### config.mk
export PLATFORM = sky130hd
export DESIGN_NAME = pfi_front
export DESIGN_NICKNAME = d
export VERILOG_FILES = /design/src/rtl/core/pfi_pkg.sv /design/src/rtl/core/pfi_front.sv
export SDC_FILE = /design/constraint.sdc
export NUM_CORES = 1
export LEC_CHECK = 0
export BUFFER_PORTS_ARGS = -buffer_cell sky130_fd_sc_hd__clkbuf_2
export CAP_MARGIN = 0
export CORE_MARGIN = 8
export CORE_UTILIZATION = 47
export CTS_CLUSTER_SIZE = 40
export DETAILED_ROUTE_END_ITERATION = 10
export PLACE_DENSITY = 0.75
export SYNTH_ARGS = -nofsm -noshare
export SYNTH_HDL_FRONTEND = slang
export SYNTH_SLANG_ARGS = --single-unit
### constraint.sdc
create_clock -name clk -period 7.2 [get_ports clk]
set_input_delay 0.72 -clock clk [delete_from_list [all_inputs] [get_ports clk]]
set_output_delay 0.72 -clock clk [all_outputs]
set_load 0.01 [all_outputs]
### src/rtl/core/pfi_pkg.sv
package pfi_pkg;

    localparam int CAPACITY_DEF   = 64;
    localparam int DATA_WIDTH_DEF = 32;
    localparam int TAG_W          = 20;
    localparam int STATUS_W       = 3;
    localparam int SEED_W         = 16;

    localparam logic [SEED_W-1:0] SEED_DEFAULT = 16'hACE1;
    localparam logic [SEED_W-1:0] LFSR_TAPS    = 16'hB400;

    localparam logic OP_INSERT  = 1'b0;
    localparam logic OP_READOUT = 1'b1;

    typedef enum logic [STATUS_W-1:0] {
        ST_INSERTED  = 3'd0,
        ST_DOMINATED = 3'd1,
        ST_TIE_KEPT  = 3'd2,
        ST_FULL      = 3'd3,
        ST_ENTRY     = 3'd4
    } status_t;

    // Front to back control
    typedef struct packed {
        logic valid;
        logic is_readout;
    } item_ctl_t;

endpackage

### src/rtl/core/pfi_front.sv
module pfi_front #(
    parameter int DATA_WIDTH = pfi_pkg::DATA_WIDTH_DEF,
    parameter int ITEM_W     = 4 * DATA_WIDTH + pfi_pkg::TAG_W
) (
    input  logic                  clk,
    input  logic                  rst_n,
    input  logic                  in_valid,
    output logic                  in_ready,
    input  logic                  in_op,
    input  logic [ITEM_W-1:0]     in_data,
    output pfi_pkg::item_ctl_t    item_ctl,
    output logic [ITEM_W-1:0]     item_data,
    input  logic                  item_pop
);

    // two-word queue between front and back
    logic [ITEM_W-1:0] q_data_reg [2];
    logic              q_read_reg [2];
    logic              wr_ptr_reg, wr_ptr_next;
    logic              rd_ptr_reg, rd_ptr_next;
    logic [1:0]        fill_reg, fill_next;
    logic              push;
    logic              pop;

    assign in_ready = (fill_reg != 2'd2);
    assign push     = in_valid && in_ready;
    assign pop      = item_pop && (fill_reg != 2'd0);

    assign item_ctl.valid      = (fill_reg != 2'd0);
    assign item_ctl.is_readout = q_read_reg[rd_ptr_reg];
    assign item_data           = q_data_reg[rd_ptr_reg];

    always_comb
    begin
        wr_ptr_next = push ? ~wr_ptr_reg : wr_ptr_reg;
        rd_ptr_next = pop ? ~rd_ptr_reg : rd_ptr_reg;
        fill_next   = fill_reg + {1'b0, push} - {1'b0, pop};
    end

    always_ff @(posedge clk or negedge rst_n)
    begin
        if (!rst_n)
        begin
            wr_ptr_reg <= 1'b0;
            rd_ptr_reg <= 1'b0;
            fill_reg   <= 2'd0;
        end
        else
        begin
            wr_ptr_reg <= wr_ptr_next;
            rd_ptr_reg <= rd_ptr_next;
            fill_reg   <= fill_next;
        end
    end

    // classify on entry
    always_ff @(posedge clk)
    begin
        if (push)
        begin
            q_data_reg[wr_ptr_reg] <= in_data;
            q_read_reg[wr_ptr_reg] <= (in_op == pfi_pkg::OP_READOUT);
        end
    end

endmodule

After elaboration in Yosys (flattened, before gate mapping). Memory sizes are Yosys's and may differ from the RTL's. Index checks and enable logic that the tools add are counted.

Flip-flop bits (word level): 4. Memory bits (writable): 298. Input port bits: 153. Output and inout port bits: 151. Memories kept: 2.

Memory list: q_data_reg (depth 2, width 148, read ports 1, clocked after Yosys merged registers in 0, wr ports 1, RTL line pfi_front.sv:17) `logic [ITEM_W-1:0] q_data_reg [2];`; q_read_reg (depth 2, width 1, read ports 1, clocked after Yosys merged registers in 0, wr ports 1, RTL line pfi_front.sv:18) `logic q_read_reg [2];`.

$add $sub $neg: 2. Equal/unequal tests: 1. Multiplexer cells: 2. Bitwise operators: 2. Reductions and logical operators: 3.

Operators by type and width (count): 2-bit by 1-bit adder with 2-bit output (1); 1-bit logical AND (2); 1-bit 2-to-1 mux (2); 2-bit inequality test (second input constant) (1); 1-bit NOT (2); 2-bit nonzero test (1); 2-bit by 1-bit subtractor with 2-bit output (1).

Depth between registers and ports, before layout. Gate-level depths: netlist (run 1).

Depth after elaboration: 4. Depth in mapped cells: 7.

Worst setup path before layout (run 1). No wires, ideal clock.

Path type: input port to flip-flop. From: input in_valid. To: memory q_data_reg[0][0] (netlist name) (enable). Setup time: 0.659 ns. Data arrival time: 7.001 ns. Data required time: 6.541 ns. Setup slack: -0.461 ns. Cell stages on the path: 2. Cells stage by stage: nand2_1 > nor2_1.

Longest elaborated chain between the ends: 3.

RTL lines: start, declared (RTL line pfi_front.sv:7) `input logic in_valid,`; 1-bit logical AND (RTL line pfi_front.sv:26) `assign push = in_valid && in_ready;`; 1-bit 2-to-1 mux (RTL line pfi_front.sv:59) `if (push)`; 1-bit 2-to-1 mux (not written as such) (RTL line pfi_front.sv:61) `q_data_reg[wr_ptr_reg] <= in_data;`; end, declared (RTL line pfi_front.sv:17).

No other way between the ends.

Worst setup path after layout (run 1).
From: register rd_ptr_reg. To: output item_data[4].

Longest elaborated chain between the ends: 1.

RTL lines: start, declared (RTL line pfi_front.sv:20) `logic rd_ptr_reg, rd_ptr_next;`; start signal, assigned (RTL line pfi_front.sv:51) `rd_ptr_reg <= rd_ptr_next;`; memory 2 x 148 bit; end, declared (RTL line pfi_front.sv:12) `output logic [ITEM_W-1:0] item_data,`.

No other way between the ends.

==> results of run 1 <==
[cells by family after synthesis]
logic type,Yosys count
flops,302
mux,149
buf+inv,18
simple gates,6
xor+xnor,4
fa+ha+maj,2
[layout make-up]
| type | count | area, um^2 | area share |
|---|---|---|---|
| antenna | 1 | 2.50 | 0.000176 |
| clock buffer | 34 | 787 | 0.0552 |
| clock inverter | 23 | 278 | 0.0195 |
| inverter | 1 | 3.75 | 0.000263 |
| multi-input combinational | 161 | 2160 | 0.151 |
| sequential | 302 | 9050 | 0.635 |
| tap | 324 | 405 | 0.0284 |
| timing repair buffer | 308 | 1570 | 0.110 |
[timing repair]
item / in CTS / in global routing
setup endpoints to repair: 0 / 0
hold buffers: 1 / 0
buffers inserted: 0 / 0
endpoints found under the hold margin: 4 / 0
[worst register-to-register path, cell delays in order, from the launching register on]
cell and delay (ns):
dfrtp_1 0.40, nand2b_1 0.13, and3_4 0.84, buf_4 0.93
[cells in the mapped netlist, drive strengths merged]
cell type and count:
edfxtp 298, mux2 149, buf 17, dfrtp 4, xnor2 3, ha 2
and2 1, and3 1, inv 1, nand2 1, nand2b 1, nor2 1
or2 1, xor2 1
[metrics by stage]
stage / cell area [um^2] / hold WS, ns / total power (uW) / utilization
6_report: 14300 / 0.368 / 5970 / 0.593
3_3_place_gp: 13200 / 0.498 / 4390 / 0.548
4_1_cts: 14300 / 0.338 / 6060 / 0.593
2_1_floorplan: 11400 / 0.424 / 3840 / -
3_5_place_dp: 13200 / 0.507 / 4420 / 0.548
5_1_grt: 14300 / 0.342 / 6240 / 0.593
[power groups by stage]
stage               Sequential [uW]  Clock [uW]  Combinational (uW)
detailed placement             2620           0                1800
finish                         2580        1630                1760
floorplan                      2560           0                1280
CTS                            2580        1670                1810
global placement               2600           0                1790
global route                   2610        1740                1890
[worst paths after layout]
path / slack [ns] / end / depth (start not counted) / startpoint
worst max-delay path: 3.48 / item_data[4] / 3 / rd_ptr_reg
worst min-delay path: 0.37 / q_data_reg[0][31] / 1 / in_data[31]
worst max register to register: 4.41 / q_data_reg[1][97] / 3 / fill_reg[1]
worst min register to register: 0.52 / fill_reg[0] / 1 / fill_reg[0]
max in group asynchronous: 6.50 / rd_ptr_reg / 2 / rst_n
min in group asynchronous: 0.54 / wr_ptr_reg / 2 / rst_n
[metal layers]
layer / share of wire / track usage / vias up
met2: 0.50 / 0.252 / 241
li1: - / - / 2570
met1: 0.37 / 0.159 / 2709
met5: 0.00045 / 0 / -
met3: 0.10 / 0.0516 / 46
met4: 0.025 / 0.0484 / 2
==> qor.csv, run 1 <==
metric;value;unit
synth-warning-count;0;
yosys.area.top_type;edfxtp_1;
grt_pass1_wl;32500;um
relSlewSlack;0.269;
critPathMaxFanout;62;
cts_tree;done;
yosysTopAreaCellShare;0.788;
p_per_area;419;nW/um^2
power.leakage;0.00567;uW
syn-cell-area;11400;um^2
seqPwrFrac;0.431;
ys_seq_elements;302;
final_cells;1154;
skew;0.0101;ns
switchingPower;1690;uW
die_h;171;um
muxShareOfSynthArea;0.181;
detailedPlace.worstSlack;3.98;ns
cp_slowest_stage_delay;1.02;ns
htree_num_levels;1;
drive_above_1_share;0.616;
internal_power;4280;uW
hp-class;in2reg;
worstMarginPinSlew;1.09;ns
core;24000;um^2
clock_sinks;302;
synth_cell_types;17;
p_sw_frac;0.283;
final_common_cell;clkbuf_2;
final.min_clock_period;3.72;ns
drtAntennaViolNets;0;
num_rows;57;
grt_start_max_net_pins;114;
critPathRequiredTime;6.48;ns
dp.cells;1095;
final_cell_mix;303 x clkbuf_2, 298 x edfxtp_1, 100 x mux2_4;
drt-wirelength-per-cell;19.3;um
status;finished, final reports clean;
initial_utilization;0.473;
fmaxAchievable;269;MHz
vias;5568;
syn_inst;481;
cp_top_family;flip-flops;
clk_path_buf_depth;3;
fin_nets;960;
clkLatencyLatePin;0.53;ns
synth-simple-area-share;0.00286;
synthAdderAreaFrac;0.00220;
pin_count;304;
p_comb_frac;0.295;
grt_pass1_vias;6012;
cap_violations;0;
grt-ovfl-total;0;
synth_compound_area_frac;0;
vias_per_cell;4.82;
finalSetupTns;0;ns
first_iter_violations;296;
largest_reg_flops;296;
syn_nets;636;
firstDrtPassIters;5;
crit_buf_inv;2;
gp_congestion;0.738;
area_growth;25.5;%
p_clk_frac;0.274;
synth_top_family_by_area;multiplexers;
fillCellCount;1793;
layout_setup_ws;3.48;ns
avgSynthCellArea;23.6;um^2
antenna_found_initial;2;
clockRootBuffer;clkbuf_16;
critical_path_class;reg2out;
critPathArrivalTime;3.00;ns
min_period_over_period;0.517;
die_w;171;um
synth-xor-area-share;0.00308;
dpl.hpwl;15100;um
cts_inserted_buffers;31;
rsz0062_at_grt;no;
slew_viol_final;0;
final_hold_viol_count;0;
numPortBuffers;303;
startpoint_type;flop;
routed_wl;22300;um
clk_pin_slew;0.06;ns
cts-resized-gates;0;
yosysSeqAreaShare;0.796;
timing.critical_path.cells;buf_4 -> mux2_2 -> clkbuf_2;
peakVddDrop;0.000262;V
setup_viol;0;
die_area;29400;um^2
drc;0;
crit_slowest_cell;dfrtp_4;
endpoint_kind;primary output;
grt_usage;0.143;
netlist_top_cells_area;edfxtp_1 79%, mux2_4 13%, mux2_2 4.9%, buf_6 1.1%, dfrtp_1 0.88%;
No activity file was read; power rests on OpenSTA's default activity.
==> inputs of run 2 (changes only) <==
--- a/config.mk
+++ b/config.mk
@@ -5,13 +5,14 @@
 export SDC_FILE = /design/constraint.sdc
 export NUM_CORES = 1
 export LEC_CHECK = 0
+export ABC_AREA = 1
 export BUFFER_PORTS_ARGS = -buffer_cell sky130_fd_sc_hd__clkbuf_2
 export CAP_MARGIN = 0
 export CORE_MARGIN = 8
-export CORE_UTILIZATION = 47
+export CORE_UTILIZATION = 52
 export CTS_CLUSTER_SIZE = 40
 export DETAILED_ROUTE_END_ITERATION = 10
-export PLACE_DENSITY = 0.75
+export PLACE_DENSITY = 0.79
 export SYNTH_ARGS = -nofsm -noshare
 export SYNTH_HDL_FRONTEND = slang
 export SYNTH_SLANG_ARGS = --single-unit
==> constraint.sdc (replaced) <==
create_clock -name clk -period 3.83 [get_ports clk]
set_input_delay 0.383 -clock clk [delete_from_list [all_inputs] [get_ports clk]]
set_output_delay 0.383 -clock clk [all_outputs]
set_load 0.01 [all_outputs]
==> run 2 against run 1 <==
Power grew 83%. First-iteration DRC count grew 54%. Clock skew shrank 0.00069 ns. Routed wire length grew 11%. Flip-flop and latch count is the same. Global-route usage grew 3.8 points. Clock power grew 72%. Utilization grew 6.5 points. Clock-buffer cell count grew 2. Highest routed layer unchanged.
==> qor.csv, run 2 <==
metric;value;unit;change
status;finished, final reports clean;;
vias_per_cell;4.93;;+2.2%
startpoint_type;flop;;
async_flop_share;0.0132;;unchanged
synth.top_cells.by_count;460 x nand2_1, 298 x edfxtp_1, 19 x buf_2, 11 x buf_6, 8 x inv_1;;
synth_flop_cell;edfxtp_1;;
rsz0062_at_grt;no;;
finalSetupTns;0;ns;unchanged
yosys.area.top_type;edfxtp_1;;
numPortBuffers;303;;unchanged
dpl.hpwl;16900;um;+12%
syn-cell-area;11100;um^2;-2.3%
synth-warning-count;0;;unchanged
routed-wl-met2;12200;um;+10%
avgSynthCellArea;13.7;um^2;-42%
drc;0;;unchanged
largest_reg_flops;296;;unchanged
die_w;162;um;-5.5%
ys_seq_elements;302;;unchanged
detailedPlace.worstSlack;1.79;ns;-2.20 ns
layout_setup_ws;1.26;ns;-2.22 ns
highest_layer;met5;;
area_growth;24.2;%;
pin_count;304;;unchanged
syn_inst;810;;+68%
grt_usage;0.181;;+0.0381
die_h;162;um;-5.5%
initial_utilization;0.530;;+0.0568
synth-edff-count;298;;unchanged
fin_nets;1276;;+33%
met1_length;9450;um;+14%
die_area;26300;um^2;-11%
worstMarginPinSlew;1.03;ns;-0.0631 ns
finish.instance_area;13800;um^2;-3.3%
critPathMaxFanout;43;;-31%
final.min_clock_period;2.57;ns;
final_hold_viol_count;0;;unchanged
power.leakage;0.00602;uW;+6.2%
clk_pin_slew;0.06;ns;about the same
clk_path_buf_depth;3;;unchanged
syn_nets;965;;+52%
num_rows;53;;-7.0%
grt_pass1_wl;37600;um;+15%
fmaxAchievable;389;MHz;
yosysSeqAreaShare;0.815;;+0.0190
critPathArrivalTime;2.19;ns;-0.81 ns
cts_tree;done;;
drive_above_1_share;0.314;;-0.302
hp-class;in2reg;;
critical_path_class;reg2out;;
synth_cell_types;11;;-6
firstDrtPassIters;5;;unchanged
grt_start_max_net_pins;82;;-28%
clockRootBuffer;clkbuf_16;;
relSlewSlack;0.313;;+0.0438
cts_inserted_buffers;30;;-3.2%
first_iter_violations;455;;+54%
cap_violations;0;;unchanged
clkLatencyLatePin;0.53;ns;about the same
antenna_found_initial;1;;-1
setup_viol;0;;unchanged
placed_area;12800;um^2;-2.8%
min_period_over_period;0.672;;
grt-ovfl-total;0;;unchanged
post-cts-setup-buffer-count;0;;unchanged
yosysTopAreaCellShare;0.806;;+0.0188
final_common_cell;nand2_1;;
core;21000;um^2;-13%
p_per_area;791;nW/um^2;+89%
wl_met3;2480;um;+7.3%
htree_num_levels;1;;unchanged
slew_viol_final;0;;unchanged
cts-resized-gates;0;;unchanged
grt_pass1_vias;7184;;+19%
hold-worst-slack;0.0318;ns;-0.336 ns
endpoint_kind;primary output;;
skew;0.00946;ns;-0.000690 ns
vias;6995;;+26%
netlist_top_cells_area;edfxtp_1 81%, nand2_1 16%, buf_6 1.1%, dfrtp_1 0.90%, buf_2 0.86%;;
drt-wirelength-per-cell;17.5;um;-9.4%
synth_most_common_cell;nand2_1;;
antenna_cells;0;;-1
clock_sinks;302;;unchanged
peakVddDrop;0.000520;V;+99%
fillCellCount;1495;;-17%
final_cell_mix;460 x nand2_1, 303 x clkbuf_2, 298 x edfxtp_1;;
gp_congestion;0.752;;+1.8%
critPathRequiredTime;3.45;ns;-3.03 ns
drtAntennaViolNets;0;;unchanged
routed_wl;24800;um;+11%
## run 2: path summary, 6_finish.rpt
kind	startpoint	to	slack, ns	cells past startpoint
setup reg to reg	fill_reg[1]	q_data_reg[0][113]	1.85	4
min in group asynchronous	rst_n	wr_ptr_reg	0.22	2
setup / recovery	rd_ptr_reg	item_data[121]	1.26	5
hold / removal	in_data[23]	q_data_reg[1][23]	0.03	1
max in group asynchronous	rst_n	rd_ptr_reg	3.43	2
hold reg to reg	wr_ptr_reg	wr_ptr_reg	0.49	2
## run 2: logic make-up after synthesis
family | share of synthesized area
buffers and inverters | 0.0250
AND/OR/NAND/NOR | 0.157
flip-flops | 0.815
adder cells (fa/ha/maj) | 0.00225
## run 2: critical path: stages, from the launching register on
cell,delay (ns)
dfrtp_4,0.50
inv_4,0.27
buf_4,0.50
nand2_1,0.09
nand2_1,0.12
clkbuf_2,0.15
## run 2: layer usage
layer  vias up  GRT usage
met3        51     0.0577
met1      3282      0.217
met5         -          0
met4         2     0.0589
li1       3363          -
met2       297      0.308
## run 2: metrics by stage
| step | utilization | instances | total power [uW] |
|---|---|---|---|
| 5_1_grt | 0.658 | 1418 | 11500 |
| 6_report | 0.658 | 1418 | 10900 |
| 3_3_place_gp | 0.612 | 1363 | 8150 |
| 2_1_floorplan | - | 810 | 6820 |
| 3_5_place_dp | 0.612 | 1363 | 8230 |
| 4_1_cts | 0.658 | 1418 | 11100 |
## run 2: power by group
group | switching, uW | internal, uW | leakage, uW
Combinational | 2360 | 1040 | 0.00273
Clock | 1140 | 1670 | 0.000474
Sequential | 171 | 4520 | 0.00282
Total | 3680 | 7220 | 0.00602
## run 2: cell type report
| class | instances | area, um^2 | area share |
|---|---|---|---|
| flip-flops and latches | 302 | 9050 | 0.657 |
| multi-input cells | 466 | 1780 | 0.129 |
| repair buffers | 312 | 1610 | 0.117 |
| clock buffers | 36 | 795 | 0.0576 |
| well taps | 275 | 344 | 0.0250 |
| clock inverters | 18 | 165 | 0.0120 |
| inverters | 9 | 40.0 | 0.00290 |
## run 2: timing repair
action / in CTS / in global routing
hold buffers: 1 / 0
endpoints found under the setup margin: 0 / 0
endpoints found under the hold margin: 4 / 0
